File: src/hdl/clnw_pkg.sv
`default_nettype none
// ----------------------------------------------------------------------------
// clnw_pkg
// Types, codes and constant tables shared by the character LCD nibble writer.
// ----------------------------------------------------------------------------
package clnw_pkg;

   localparam logic [1:0] CMD_INIT  = 2'd0;
   localparam logic [1:0] CMD_INSTR = 2'd1;
   localparam logic [1:0] CMD_DATA  = 2'd2;
   localparam logic [1:0] CMD_CURSOR = 2'd3;

   localparam logic [5:0] POWERUP_MS  = 6'd40;
   localparam logic [5:0] STEP_MS     = 6'd1;
   localparam logic [7:0] CURSOR_BASE = 8'h80;
   localparam logic [7:0] ROW1_OFFSET = 8'h40;

   localparam logic [3:0] PRE_LAST   = 4'd13;
   localparam logic [3:0] BYTE_LAST  = 4'd5;
   localparam logic [2:0] SETUP_LAST = 3'd4;

   typedef logic [7:0] setup_rom_type [0:4];
   localparam setup_rom_type SETUP_BYTES = '{8'h28, 8'h08, 8'h01, 8'h06, 8'h0C};

   typedef enum logic [2:0] {
      ST_IDLE,
      ST_POWER,
      ST_PRE,
      ST_SETUP,
      ST_BYTE
   } state_type;

   typedef enum logic [2:0] {
      KIND_NONE,
      KIND_POWER,
      KIND_PRE,
      KIND_SETUP,
      KIND_BYTE
   } kind_type;

   typedef struct packed {
      logic     load;
      kind_type kind;
      logic     last;
   } ctl_cmd_type;

   typedef struct packed {
      logic pre_done;
      logic byte_done;
      logic setup_done;
   } dp_stat_type;

   typedef struct packed {
      logic       enable;
      logic [3:0] nibble;
      logic [5:0] wait_ms;
   } pin_step_type;

   // wake-up script after the power-up wait: nibble 3, hold 5 ms, nibble 3,
   // hold 1 ms, nibble 3, nibble 2
   function automatic pin_step_type pre_step(input logic [3:0] idx);
      pin_step_type s;
      s.enable  = 1'b0;
      s.nibble  = 4'h3;
      s.wait_ms = STEP_MS;
      case (idx)
         4'd1, 4'd5, 4'd9: s.enable = 1'b1;
         4'd3:             s.wait_ms = 6'd5;
         4'd11, 4'd13:     s.nibble = 4'h2;
         4'd12: begin
            s.nibble = 4'h2;
            s.enable = 1'b1;
         end
         default: s.enable = 1'b0;
      endcase
      return s;
   endfunction

endpackage
`default_nettype wire

File: src/hdl/clnw_ctrl.sv
`default_nettype none
// ----------------------------------------------------------------------------
// clnw_ctrl
// Sequencer: walks power-up, wake-up script, set-up bytes or a single byte.
// ----------------------------------------------------------------------------
module clnw_ctrl (
   input  wire logic                  clock,
   input  wire logic                  reset,
   input  wire logic                  start,
   input  wire logic [1:0]            req_command,
   input  wire clnw_pkg::dp_stat_type stat,
   output logic                       busy,
   output clnw_pkg::ctl_cmd_type      cmd
);

   clnw_pkg::state_type state_ff, state_in;

   always_ff @(posedge clock) begin
      if (reset) begin
         state_ff <= clnw_pkg::ST_IDLE;
      end else begin
         state_ff <= state_in;
      end
   end

   always_comb begin
      state_in = state_ff;
      cmd.load = 1'b0;
      cmd.kind = clnw_pkg::KIND_NONE;
      cmd.last = 1'b0;
      busy     = 1'b1;
      unique case (state_ff)
         clnw_pkg::ST_IDLE: begin
            busy = 1'b0;
            if (start) begin
               cmd.load = 1'b1;
               state_in = (req_command == clnw_pkg::CMD_INIT) ?
                          clnw_pkg::ST_POWER : clnw_pkg::ST_BYTE;
            end
         end
         clnw_pkg::ST_POWER: begin
            cmd.kind = clnw_pkg::KIND_POWER;
            state_in = clnw_pkg::ST_PRE;
         end
         clnw_pkg::ST_PRE: begin
            cmd.kind = clnw_pkg::KIND_PRE;
            if (stat.pre_done) begin
               state_in = clnw_pkg::ST_SETUP;
            end
         end
         clnw_pkg::ST_SETUP: begin
            cmd.kind = clnw_pkg::KIND_SETUP;
            if (stat.byte_done && stat.setup_done) begin
               cmd.last = 1'b1;
               state_in = clnw_pkg::ST_IDLE;
            end
         end
         clnw_pkg::ST_BYTE: begin
            cmd.kind = clnw_pkg::KIND_BYTE;
            if (stat.byte_done) begin
               cmd.last = 1'b1;
               state_in = clnw_pkg::ST_IDLE;
            end
         end
         default: state_in = clnw_pkg::ST_IDLE;
      endcase
   end

endmodule
`default_nettype wire

File: src/hdl/clnw_dp.sv
`default_nettype none
// ----------------------------------------------------------------------------
// clnw_dp
// Datapath: request byte, step counters and the registered pin step.
// ----------------------------------------------------------------------------
module clnw_dp #(
   parameter int NUM_ROWS = 2,
   parameter int NUM_COLS = 16
) (
   input  wire logic                  clock,
   input  wire logic                  reset,
   input  wire clnw_pkg::ctl_cmd_type cmd,
   input  wire logic [1:0]            req_command,
   input  wire logic [7:0]            req_byte_value,
   input  wire logic [1:0]            req_row,
   input  wire logic [5:0]            req_col,
   output clnw_pkg::dp_stat_type      stat,
   output logic                       rsp_strobe,
   output logic                       rsp_reg_select,
   output logic                       rsp_enable,
   output logic [3:0]                 rsp_data_nibble,
   output logic [5:0]                 rsp_wait_ms,
   output logic                       rsp_last
);

   localparam logic [5:0] MaxCol = 6'(NUM_COLS - 1);
   localparam logic       MultiRow = (NUM_ROWS > 1);

   logic [7:0] byte_ff, byte_in;
   logic       rs_ff, rs_in;
   logic [3:0] cnt_ff, cnt_in;
   logic [2:0] setup_ff, setup_in;

   logic       strobe_ff, strobe_in;
   logic       sel_ff, sel_in;
   logic       en_ff, en_in;
   logic [3:0] nib_ff, nib_in;
   logic [5:0] wait_ff, wait_in;
   logic       last_ff, last_in;

   logic [5:0] col_clamp;
   logic [7:0] cursor_addr;
   logic [7:0] src_byte;
   logic       low_half;
   logic [3:0] phase_cnt;
   clnw_pkg::pin_step_type pre;

   assign col_clamp   = (req_col > MaxCol) ? MaxCol : req_col;
   assign cursor_addr = clnw_pkg::CURSOR_BASE
                        + ((MultiRow && (req_row != 2'd0)) ? clnw_pkg::ROW1_OFFSET : 8'h00)
                        + {2'b00, col_clamp};

   assign stat.pre_done   = (cnt_ff == clnw_pkg::PRE_LAST);
   assign stat.byte_done  = (cnt_ff == clnw_pkg::BYTE_LAST);
   assign stat.setup_done = (setup_ff == clnw_pkg::SETUP_LAST);

   assign pre       = clnw_pkg::pre_step(cnt_ff);
   assign low_half  = (cnt_ff >= 4'd3);
   assign phase_cnt = low_half ? (cnt_ff - 4'd3) : cnt_ff;
   assign src_byte  = (cmd.kind == clnw_pkg::KIND_SETUP) ?
                      clnw_pkg::SETUP_BYTES[setup_ff] : byte_ff;

   always_comb begin
      byte_in  = byte_ff;
      rs_in    = rs_ff;
      cnt_in   = cnt_ff;
      setup_in = setup_ff;
      if (cmd.load) begin
         cnt_in   = 4'd0;
         setup_in = 3'd0;
         rs_in    = (req_command == clnw_pkg::CMD_DATA);
         byte_in  = (req_command == clnw_pkg::CMD_CURSOR) ? cursor_addr : req_byte_value;
      end else begin
         case (cmd.kind)
            clnw_pkg::KIND_PRE:
               cnt_in = stat.pre_done ? 4'd0 : cnt_ff + 4'd1;
            clnw_pkg::KIND_SETUP: begin
               cnt_in = stat.byte_done ? 4'd0 : cnt_ff + 4'd1;
               if (stat.byte_done) begin
                  setup_in = setup_ff + 3'd1;
               end
            end
            clnw_pkg::KIND_BYTE:
               cnt_in = stat.byte_done ? 4'd0 : cnt_ff + 4'd1;
            default: cnt_in = cnt_ff;
         endcase
      end
   end

   always_comb begin
      strobe_in = (cmd.kind != clnw_pkg::KIND_NONE);
      last_in   = cmd.last;
      sel_in    = 1'b0;
      en_in     = 1'b0;
      nib_in    = 4'h0;
      wait_in   = clnw_pkg::STEP_MS;
      case (cmd.kind)
         clnw_pkg::KIND_POWER: wait_in = clnw_pkg::POWERUP_MS;
         clnw_pkg::KIND_PRE: begin
            en_in   = pre.enable;
            nib_in  = pre.nibble;
            wait_in = pre.wait_ms;
         end
         clnw_pkg::KIND_SETUP, clnw_pkg::KIND_BYTE: begin
            sel_in = (cmd.kind == clnw_pkg::KIND_BYTE) && rs_ff;
            en_in  = (phase_cnt == 4'd1);
            nib_in = low_half ? src_byte[3:0] : src_byte[7:4];
         end
         default: wait_in = clnw_pkg::STEP_MS;
      endcase
   end

   always_ff @(posedge clock) begin
      if (reset) begin
         strobe_ff <= 1'b0;
         cnt_ff    <= 4'd0;
         setup_ff  <= 3'd0;
      end else begin
         strobe_ff <= strobe_in;
         cnt_ff    <= cnt_in;
         setup_ff  <= setup_in;
      end
   end

   always_ff @(posedge clock) begin
      byte_ff <= byte_in;
      rs_ff   <= rs_in;
      sel_ff  <= sel_in;
      en_ff   <= en_in;
      nib_ff  <= nib_in;
      wait_ff <= wait_in;
      last_ff <= last_in;
   end

   assign rsp_strobe      = strobe_ff;
   assign rsp_reg_select  = sel_ff;
   assign rsp_enable      = en_ff;
   assign rsp_data_nibble = nib_ff;
   assign rsp_wait_ms     = wait_ff;
   assign rsp_last        = last_ff;

endmodule
`default_nettype wire

File: src/hdl/char_lcd_nibble_writer.sv
`default_nettype none
// ----------------------------------------------------------------------------
// char_lcd_nibble_writer
// 4-bit character LCD interface: one request in, a train of pin steps out.
// ----------------------------------------------------------------------------
// Latency: start is taken into the sequencer state register, and the first
// step then comes out of the pin-step output registers. Throughput: one step
// per cycle. A new item is taken the cycle busy falls.
// Results cannot be stalled. Synchronous reset returns the sequencer to
// idle and drops the strobe; nothing else is kept between items.
module char_lcd_nibble_writer #(
   parameter int NUM_ROWS = 2,
   parameter int NUM_COLS = 16
) (
   input  wire logic       clock,
   input  wire logic       reset,
   input  wire logic       start,
   output logic            busy,
   input  wire logic [1:0] req_command,
   input  wire logic [7:0] req_byte_value,
   input  wire logic [1:0] req_row,
   input  wire logic [5:0] req_col,
   output logic            rsp_strobe,
   output logic            rsp_reg_select,
   output logic            rsp_enable,
   output logic [3:0]      rsp_data_nibble,
   output logic [5:0]      rsp_wait_ms,
   output logic            rsp_last
);

   clnw_pkg::ctl_cmd_type cmd;
   clnw_pkg::dp_stat_type stat;

   clnw_ctrl u_ctrl (
      .clock       (clock),
      .reset       (reset),
      .start       (start),
      .req_command (req_command),
      .stat        (stat),
      .busy        (busy),
      .cmd         (cmd)
   );

   clnw_dp #(
      .NUM_ROWS (NUM_ROWS),
      .NUM_COLS (NUM_COLS)
   ) u_dp (
      .clock           (clock),
      .reset           (reset),
      .cmd             (cmd),
      .req_command     (req_command),
      .req_byte_value  (req_byte_value),
      .req_row         (req_row),
      .req_col         (req_col),
      .stat            (stat),
      .rsp_strobe      (rsp_strobe),
      .rsp_reg_select  (rsp_reg_select),
      .rsp_enable      (rsp_enable),
      .rsp_data_nibble (rsp_data_nibble),
      .rsp_wait_ms     (rsp_wait_ms),
      .rsp_last        (rsp_last)
   );

endmodule
`default_nettype wire

File: config.mk
export PLATFORM = sky130hd
export DESIGN_NAME = char_lcd_nibble_writer
export DESIGN_NICKNAME = d
export VERILOG_FILES = /design/src/hdl/clnw_pkg.sv /design/src/hdl/clnw_ctrl.sv /design/src/hdl/clnw_dp.sv /design/src/hdl/char_lcd_nibble_writer.sv
export SDC_FILE = /design/constraint.sdc
export NUM_CORES = 1
export LEC_CHECK = 0
export BUFFER_PORTS_ARGS = -buffer_cell sky130_fd_sc_hd__buf_2
export CORE_UTILIZATION = 25
export DETAILED_ROUTE_END_ITERATION = 16
export GPL_TIMING_DRIVEN = 0
export SLEW_MARGIN = 20
export SYNTH_ARGS = -nofsm -noshare
export SYNTH_HDL_FRONTEND = slang
export SYNTH_SLANG_ARGS = --single-unit
File: constraint.sdc
create_clock -name clock -period 4.9 [get_ports clock]
set_input_delay 0.49 -clock clock [delete_from_list [all_inputs] [get_ports clock]]
set_output_delay 0.49 -clock clock [all_outputs]
set_load 0.02 [all_outputs]
==> results of run 1 <==
-- worst max-delay path, cell delays in order (launching register included) --
cell and delay (ps):
dfxtp_1 320, buf_6 140, or3_4 410, nor2_1 610
or2_2 220, buf_2 200, nor3_1 90
-- sequential cells by signal (all words and copies together), names as in the netlist --
signal	flops
u_dp.rsp_reg_select	1
u_dp.rsp_strobe	1
u_ctrl.state_ff	3
u_dp.rsp_wait_ms	3
u_dp.setup_ff	3
u_dp.rs_ff	1
u_dp.rsp_last	1
u_dp.rsp_enable	1
u_dp.byte_ff	8
u_dp.rsp_data_nibble	4
u_dp.cnt_ff	4
-- cells in the final DEF, fill, tap and decap left out, types with 3 or more instances in the layout --
cell      count
buf_4         3
a21oi_1       9
nor3_1        4
edfxtp_1      9
buf_2        38
inv_1         8
mux2i_1       4
clkbuf_8      5
nor2b_1       4
nand3b_1      3
nor2_1       20
o21ai_0       8
and2_1        4
dfxtp_1      21
o22a_1        4
nand2_1      11
ha_1          8
-- final cells by class --
| class | count | area [sq um] | area share [%] |
|---|---|---|---|
| timing repair buffer | 33 | 165 | 8.43 |
| clock buffer | 5 | 68.8 | 3.51 |
| buffer | 11 | 75.1 | 3.83 |
| tap | 75 | 93.8 | 4.79 |
| sequential | 30 | 691 | 35.2 |
| inverter | 8 | 30.0 | 1.53 |
| multi-input combinational | 117 | 791 | 40.4 |
| clock inverter | 3 | 45.0 | 2.30 |
-- worst paths after layout --
check / startpoint / end / slack [ps] / depth (start not counted)
max: u_ctrl.state_ff[0]$_SDFFE_PP0P_ / u_dp.cnt_ff[3]$_SDFFE_PP0P_ / 2810 / 6
min: u_dp.rs_ff$_DFFE_PP_ / u_dp.rsp_reg_select$_SDFF_PN0_ / 440 / 1
max reg2reg: u_ctrl.state_ff[0]$_SDFFE_PP0P_ / u_dp.cnt_ff[3]$_SDFFE_PP0P_ / 2810 / 6
min reg2reg: u_dp.rs_ff$_DFFE_PP_ / u_dp.rsp_reg_select$_SDFF_PN0_ / 440 / 1
-- report_power, final --
group          switching (mW)  total [mW]  internal (mW)
combinational           0.174       0.295          0.121
sequential             0.0231       0.338          0.315
clock                   0.103       0.254          0.151
total                   0.300       0.886          0.586
-- logic make-up (layout without fill, tap and decap cells) --
| kind of cell | after synthesis | after routing | synth area share (%) |
|---|---|---|---|
| AOI/OAI and AO/OA | 33 | 33 | 14.0 |
| xor gates and xnor gates | 4 | 4 | 2.21 |
| adders and majority gates | 8 | 8 | 6.32 |
| buffers and inverters | 19 | 60 | 6.64 |
| DFF | 30 | 30 | 43.6 |
| muxes | 6 | 6 | 4.66 |
| other | 1 | 2 | 0.237 |
| and+or+nand+nor | 64 | 64 | 22.3 |
-- routing by layer --
| metal | track usage, % | up-vias | routed length, um |
|---|---|---|---|
| li1 | - | 652 | - |
| met1 | 14.7 | 568 | 1620 |
| met2 | 19.1 | 38 | 1620 |
| met3 | 2.78 | 6 | 183 |
| met4 | 6.67 | 0 | 81 |
| met5 | 0 | - | 0 |
==> results by group, run 1 <==
Logic synthesis
  • Main synth FF type: dfxtp_1
  • Top cell type's share of synthesized area: 26.6%
  • Synth cell count leaders: dfxtp_1, nor2_1, nand2_1
  • Avg Cell Area, Syn: 9.59 sq um
  • FFs w/ async S/R, synth: 0%
  • Post-Syn Instances: 165
  • Post-synth EDFFs: 9
  • Post-Syn Area: 1580 sq um
  • Yosys synthesis warning count: 0
  • Yosys cell types: 46
  • Register area share after synthesis: 43.6%
  • Seq cells post-synth: 30
  • Synth area leaders: dfxtp_1, edfxtp_1, ha_1
  • Most common cell in the netlist: dfxtp_1
  • Yosys top cell by area: dfxtp_1

Finish
  • Diodes inserted: 0
  • Fillers: 641
  • Share of layout cells above drive strength 1: 29.0%
  • Fin cells: 282
  • Post-layout util: 32.5%
  • Layout area overhead: 23.8%
  • Nets: 235
  • Post-route cell area: 1960 sq um

Die
  • Initial core utilization: 26.3%
  • Core area: 6030 sq um
  • # IOs: 36
  • Die Width: 81.6 um
  • Core Rows: 28
  • Die ar.: 6650 sq um
  • Die Y: 81.6 um

Clocking
  • Hold buffer count at CTS: 0
  • Clock sinks: 30
  • Post-CTS setup buffer count: 0
  • Clock root buffer: clkbuf_8
  • TritonCTS clock tree: done
  • Cts bufs inserted: 5
  • Max Buffers Root-to-Sink: 2
  • Post-CTS sizing: 0
  • CTS clk-pin slew, worst paths: 70 ps
  • H-tree Lvls: 2
  • Clk_lat worst skew: 290 ps

Power and ir drop
  • Worst vdd ir: 0.000185 V
  • Power, Total: 0.886 mW
  • Leak: 0.840 nW
  • Pwr Density: 452 nW/um^2

Place
  • Dpl cells: 274
  • Dpl cell area: 1850 sq um
  • Place WS: 2800 ps
  • Final Wtd Congestion: 0.798
  • Hpwl dp: 2.60 mm
  • Port buffer count: 33

Worst setup path
  • Worst setup SP type: register
  • Critical Path RT: 5080 ps
  • CP Capture Type: register
  • Crit Path Max Fanout: 10
  • CP arrival: 2270 ps
  • CP Class: reg -> reg

Timing
  • Unrepaired setup endpoints after global routing: no
  • Clock skew: 5.82 ps
  • Final Max Tran Viols: 0
  • Max Clock Freq: 478 MHz
  • Setup TNS: 0 ps
  • Final hold violations: 0
  • Final WS setup: 2810 ps
  • Finish-stage setup viols: 0
  • Post-layout min period: 2090 ps
  • Worst slew pin tran: 781 ps
  • Hold_ws: 443 ps
  • Period utilization: 42.7%
  • Slew headroom: 47.7%

GRT
  • First-pass GRT wire length: 5.85 mm
  • GRT Resource Usage Total: 11.9%
  • Largest net degree at the start of global routing: 12
  • Vias in the first global route: 1,210
  • Total gr overflow: 0
  • Initial antenna violation count: 0

Outcome
  • Status: complete, no violations

Routing
  • Routed vias: 1,264
  • First drt pass iteration count: 5
  • WL per Instance: 12.4 um
  • Vias per cell: 4.48
  • Residual DRC count: 0
  • Final ANT Viol Nets: 0
  • Iteration-0 DRC count of the detailed router: 70
  • Final WL: 3.51 mm

Job
  • Total of max-cap violations: 0

Min path
  • Hold Crit Class: reg -> reg
(Power assumes the default switching activity.)
==> inputs of run 2 (changes only) <==
- clock period: 4.9 -> 2 ns (I/O delays scaled with it)
==> run 2 against run 1 <==
  * Die area unchanged
  * Via count up 0.16%
  * Sequential power up 140%
  * Worst setup slack worse by 2700 ps
  * Clock skew down 0.74 ps
==> results by group, run 2 (same netlist as run 1, synthesis figures left out) <==
Clocking
  • Clock root buffer: clkbuf_8
  • Cts bufs inserted: 5
  • CTS clk-pin slew, worst paths: 70 ps
  • TritonCTS clock tree: done
  • H-tree Lvls: 2
  • Max Buffers Root-to-Sink: 2
  • Post-CTS setup buffer count: 0
  • Clk_lat worst skew: 290 ps
  • Clock sinks: 30
  • Post-CTS sizing: 1
  • Hold buffer count at CTS: 0

Timing
  • Post-layout min period: 1860 ps
  • Max Clock Freq: 537 MHz
  • Finish-stage setup viols: 0
  • Final Max Tran Viols: 0
  • Clock skew: 5.07 ps
  • Final hold violations: 0
  • Period utilization: 93.1%
  • Setup TNS: 0 ps
  • Unrepaired setup endpoints after global routing: no

Finish
  • Layout area overhead: 24.0%
  • Largest reg by FF count: u_dp.byte_ff
  • Number of flip-flops in the largest register: 8
  • Share of layout cells above drive strength 1: 29.5%
  • Diodes inserted: 0
  • Nets: 235
  • Fin cells: 282
  • Most frequent cells in the layout: buf_2, dfxtp_1, nor2_1, nand2_1
  • Commonest non-fill, non-tap cell in the layout: buf_2
  • Fillers: 643

Min path
  • Hold Crit Class: in -> reg

GRT
  • Total gr overflow: 0
  • First-pass GRT wire length: 5.84 mm
  • Vias in the first global route: 1,207
  • Initial antenna violation count: 0
  • GRT Resource Usage Total: 11.9%
  • Largest net degree at the start of global routing: 12

Die
  • Die ar.: 6650 sq um
  • Core Rows: 28
  • Core area: 6030 sq um
  • Initial core utilization: 26.3%
  • Die Width: 81.6 um
  • # IOs: 36
  • Die Y: 81.6 um

Place
  • Port buffer count: 33
  • Dpl cells: 274
  • Final Wtd Congestion: 0.798
  • Hpwl dp: 2.60 mm

Worst setup path
  • CP peak stage delay: 420 ps
  • Crit Path Max Fanout: 10
  • CP Capture Type: register
  • Worst setup SP type: register
  • Critical Path RT: 2180 ps
  • Worst Reg2Reg Path Length in Cells: 6
  • CP Class: reg -> reg
  • Reg2Reg Launch Point: u_ctrl.state_ff[0]$_SDFFE_PP0P_
  • CP arrival: 2040 ps
  • CP Cell Sequence: buf_6 > or3_4 > nor2_2 > or2_2 > buf_2 > nor3_1
  • Worst r2r dst: u_dp.cnt_ff[3]$_SDFFE_PP0P_
  • Worst Setup EP: u_dp.cnt_ff[3]$_SDFFE_PP0P_
  • Slowest CP cell: or3_4
  • Crit path launch: u_ctrl.state_ff[0]$_SDFFE_PP0P_
  • R2R setup slack: 140 ps

Power and ir drop
  • Worst vdd ir: 0.000454 V
  • Leak: 0.840 nW
  • Pwr Density: 1110 nW/um^2

Routing
  • Routed vias: 1,266
  • First drt pass iteration count: 4
  • Iteration-0 DRC count of the detailed router: 66
  • Final WL: 3.52 mm
  • Final ANT Viol Nets: 0
  • Vias per cell: 4.49
  • Residual DRC count: 0
  • WL per Instance: 12.5 um

Outcome
  • Status: complete, no violations

Job
  • Total of max-cap violations: 0
==> run 2: cell count changes in the layout (fill, tap and decap cells not counted) <==
| cell | previous run | this run |
|---|---|---|
| nor2_2 | 0 | 1 |
| nor2_1 | 20 | 19 |
==> run 2: how the worst min path moves through the flow <==
stage	from	to	slack (ps)	cells after the start
finish	reset	u_dp.rsp_strobe$_SDFF_PP0_	150	2
global placement	u_dp.rs_ff$_DFFE_PP_	u_dp.rsp_reg_select$_SDFF_PN0_	420	1
CTS	reset	u_dp.rsp_strobe$_SDFF_PP0_	150	2
global route	reset	u_dp.rsp_strobe$_SDFF_PP0_	170	2
floorplan	reset	u_dp.rsp_strobe$_SDFF_PP0_	270	1
detailed placement	u_dp.rs_ff$_DFFE_PP_	u_dp.rsp_reg_select$_SDFF_PN0_	430	1
==> run 2: worst max-delay path, delay by kind of cell (launching register included) <==
| family | cells | cell delay (ps) |
|---|---|---|
| simple gates | 4 | 1100 |
| buf+inv | 2 | 340 |
| flops | 1 | 320 |
==> run 2: where the power goes <==
part | switching, mW | internal, mW
registers | 0.0560 | 0.770
logic | 0.430 | 0.297
clock network | 0.253 | 0.370
==> run 2: layout make-up <==
cell class,instances,area [sq um],share of cell area (%)
inverter,8,30.0,1.53
multi-input combinational,117,793,40.4
clock inverter,3,45.0,2.30
sequential,30,691,35.2
buffer,11,75.1,3.83
timing repair buffer,33,165,8.42
clock buffer,5,68.8,3.51
tap,75,93.8,4.78
==> run 2: per-stage QoR <==
stage / hold WS [ps] / power [mW] / utilization (%) / area (sq um) / worst slack (ps)
after detailed placement: 431 / 1.57 / 30.6 / 1850 / -97.4
after floorplan: 272 / 1.36 / - / 1590 / 175
after global placement: 423 / 1.56 / 30.6 / 1850 / -37.2
after global routing: 166 / 2.31 / 32.6 / 1960 / 31.7
after CTS: 149 / 2.20 / 32.6 / 1960 / 128
final: 151 / 2.18 / 32.6 / 1960 / 138
==> run 2: metal layers <==
layer | GRT usage, % | part of all wire, % | vias up
met2 | 19.0 | 46 | 38
met5 | 0 | 0 | -
li1 | - | - | 652
met4 | 6.67 | 2.5 | 0
met3 | 2.78 | 5.2 | 9
met1 | 14.7 | 46 | 567
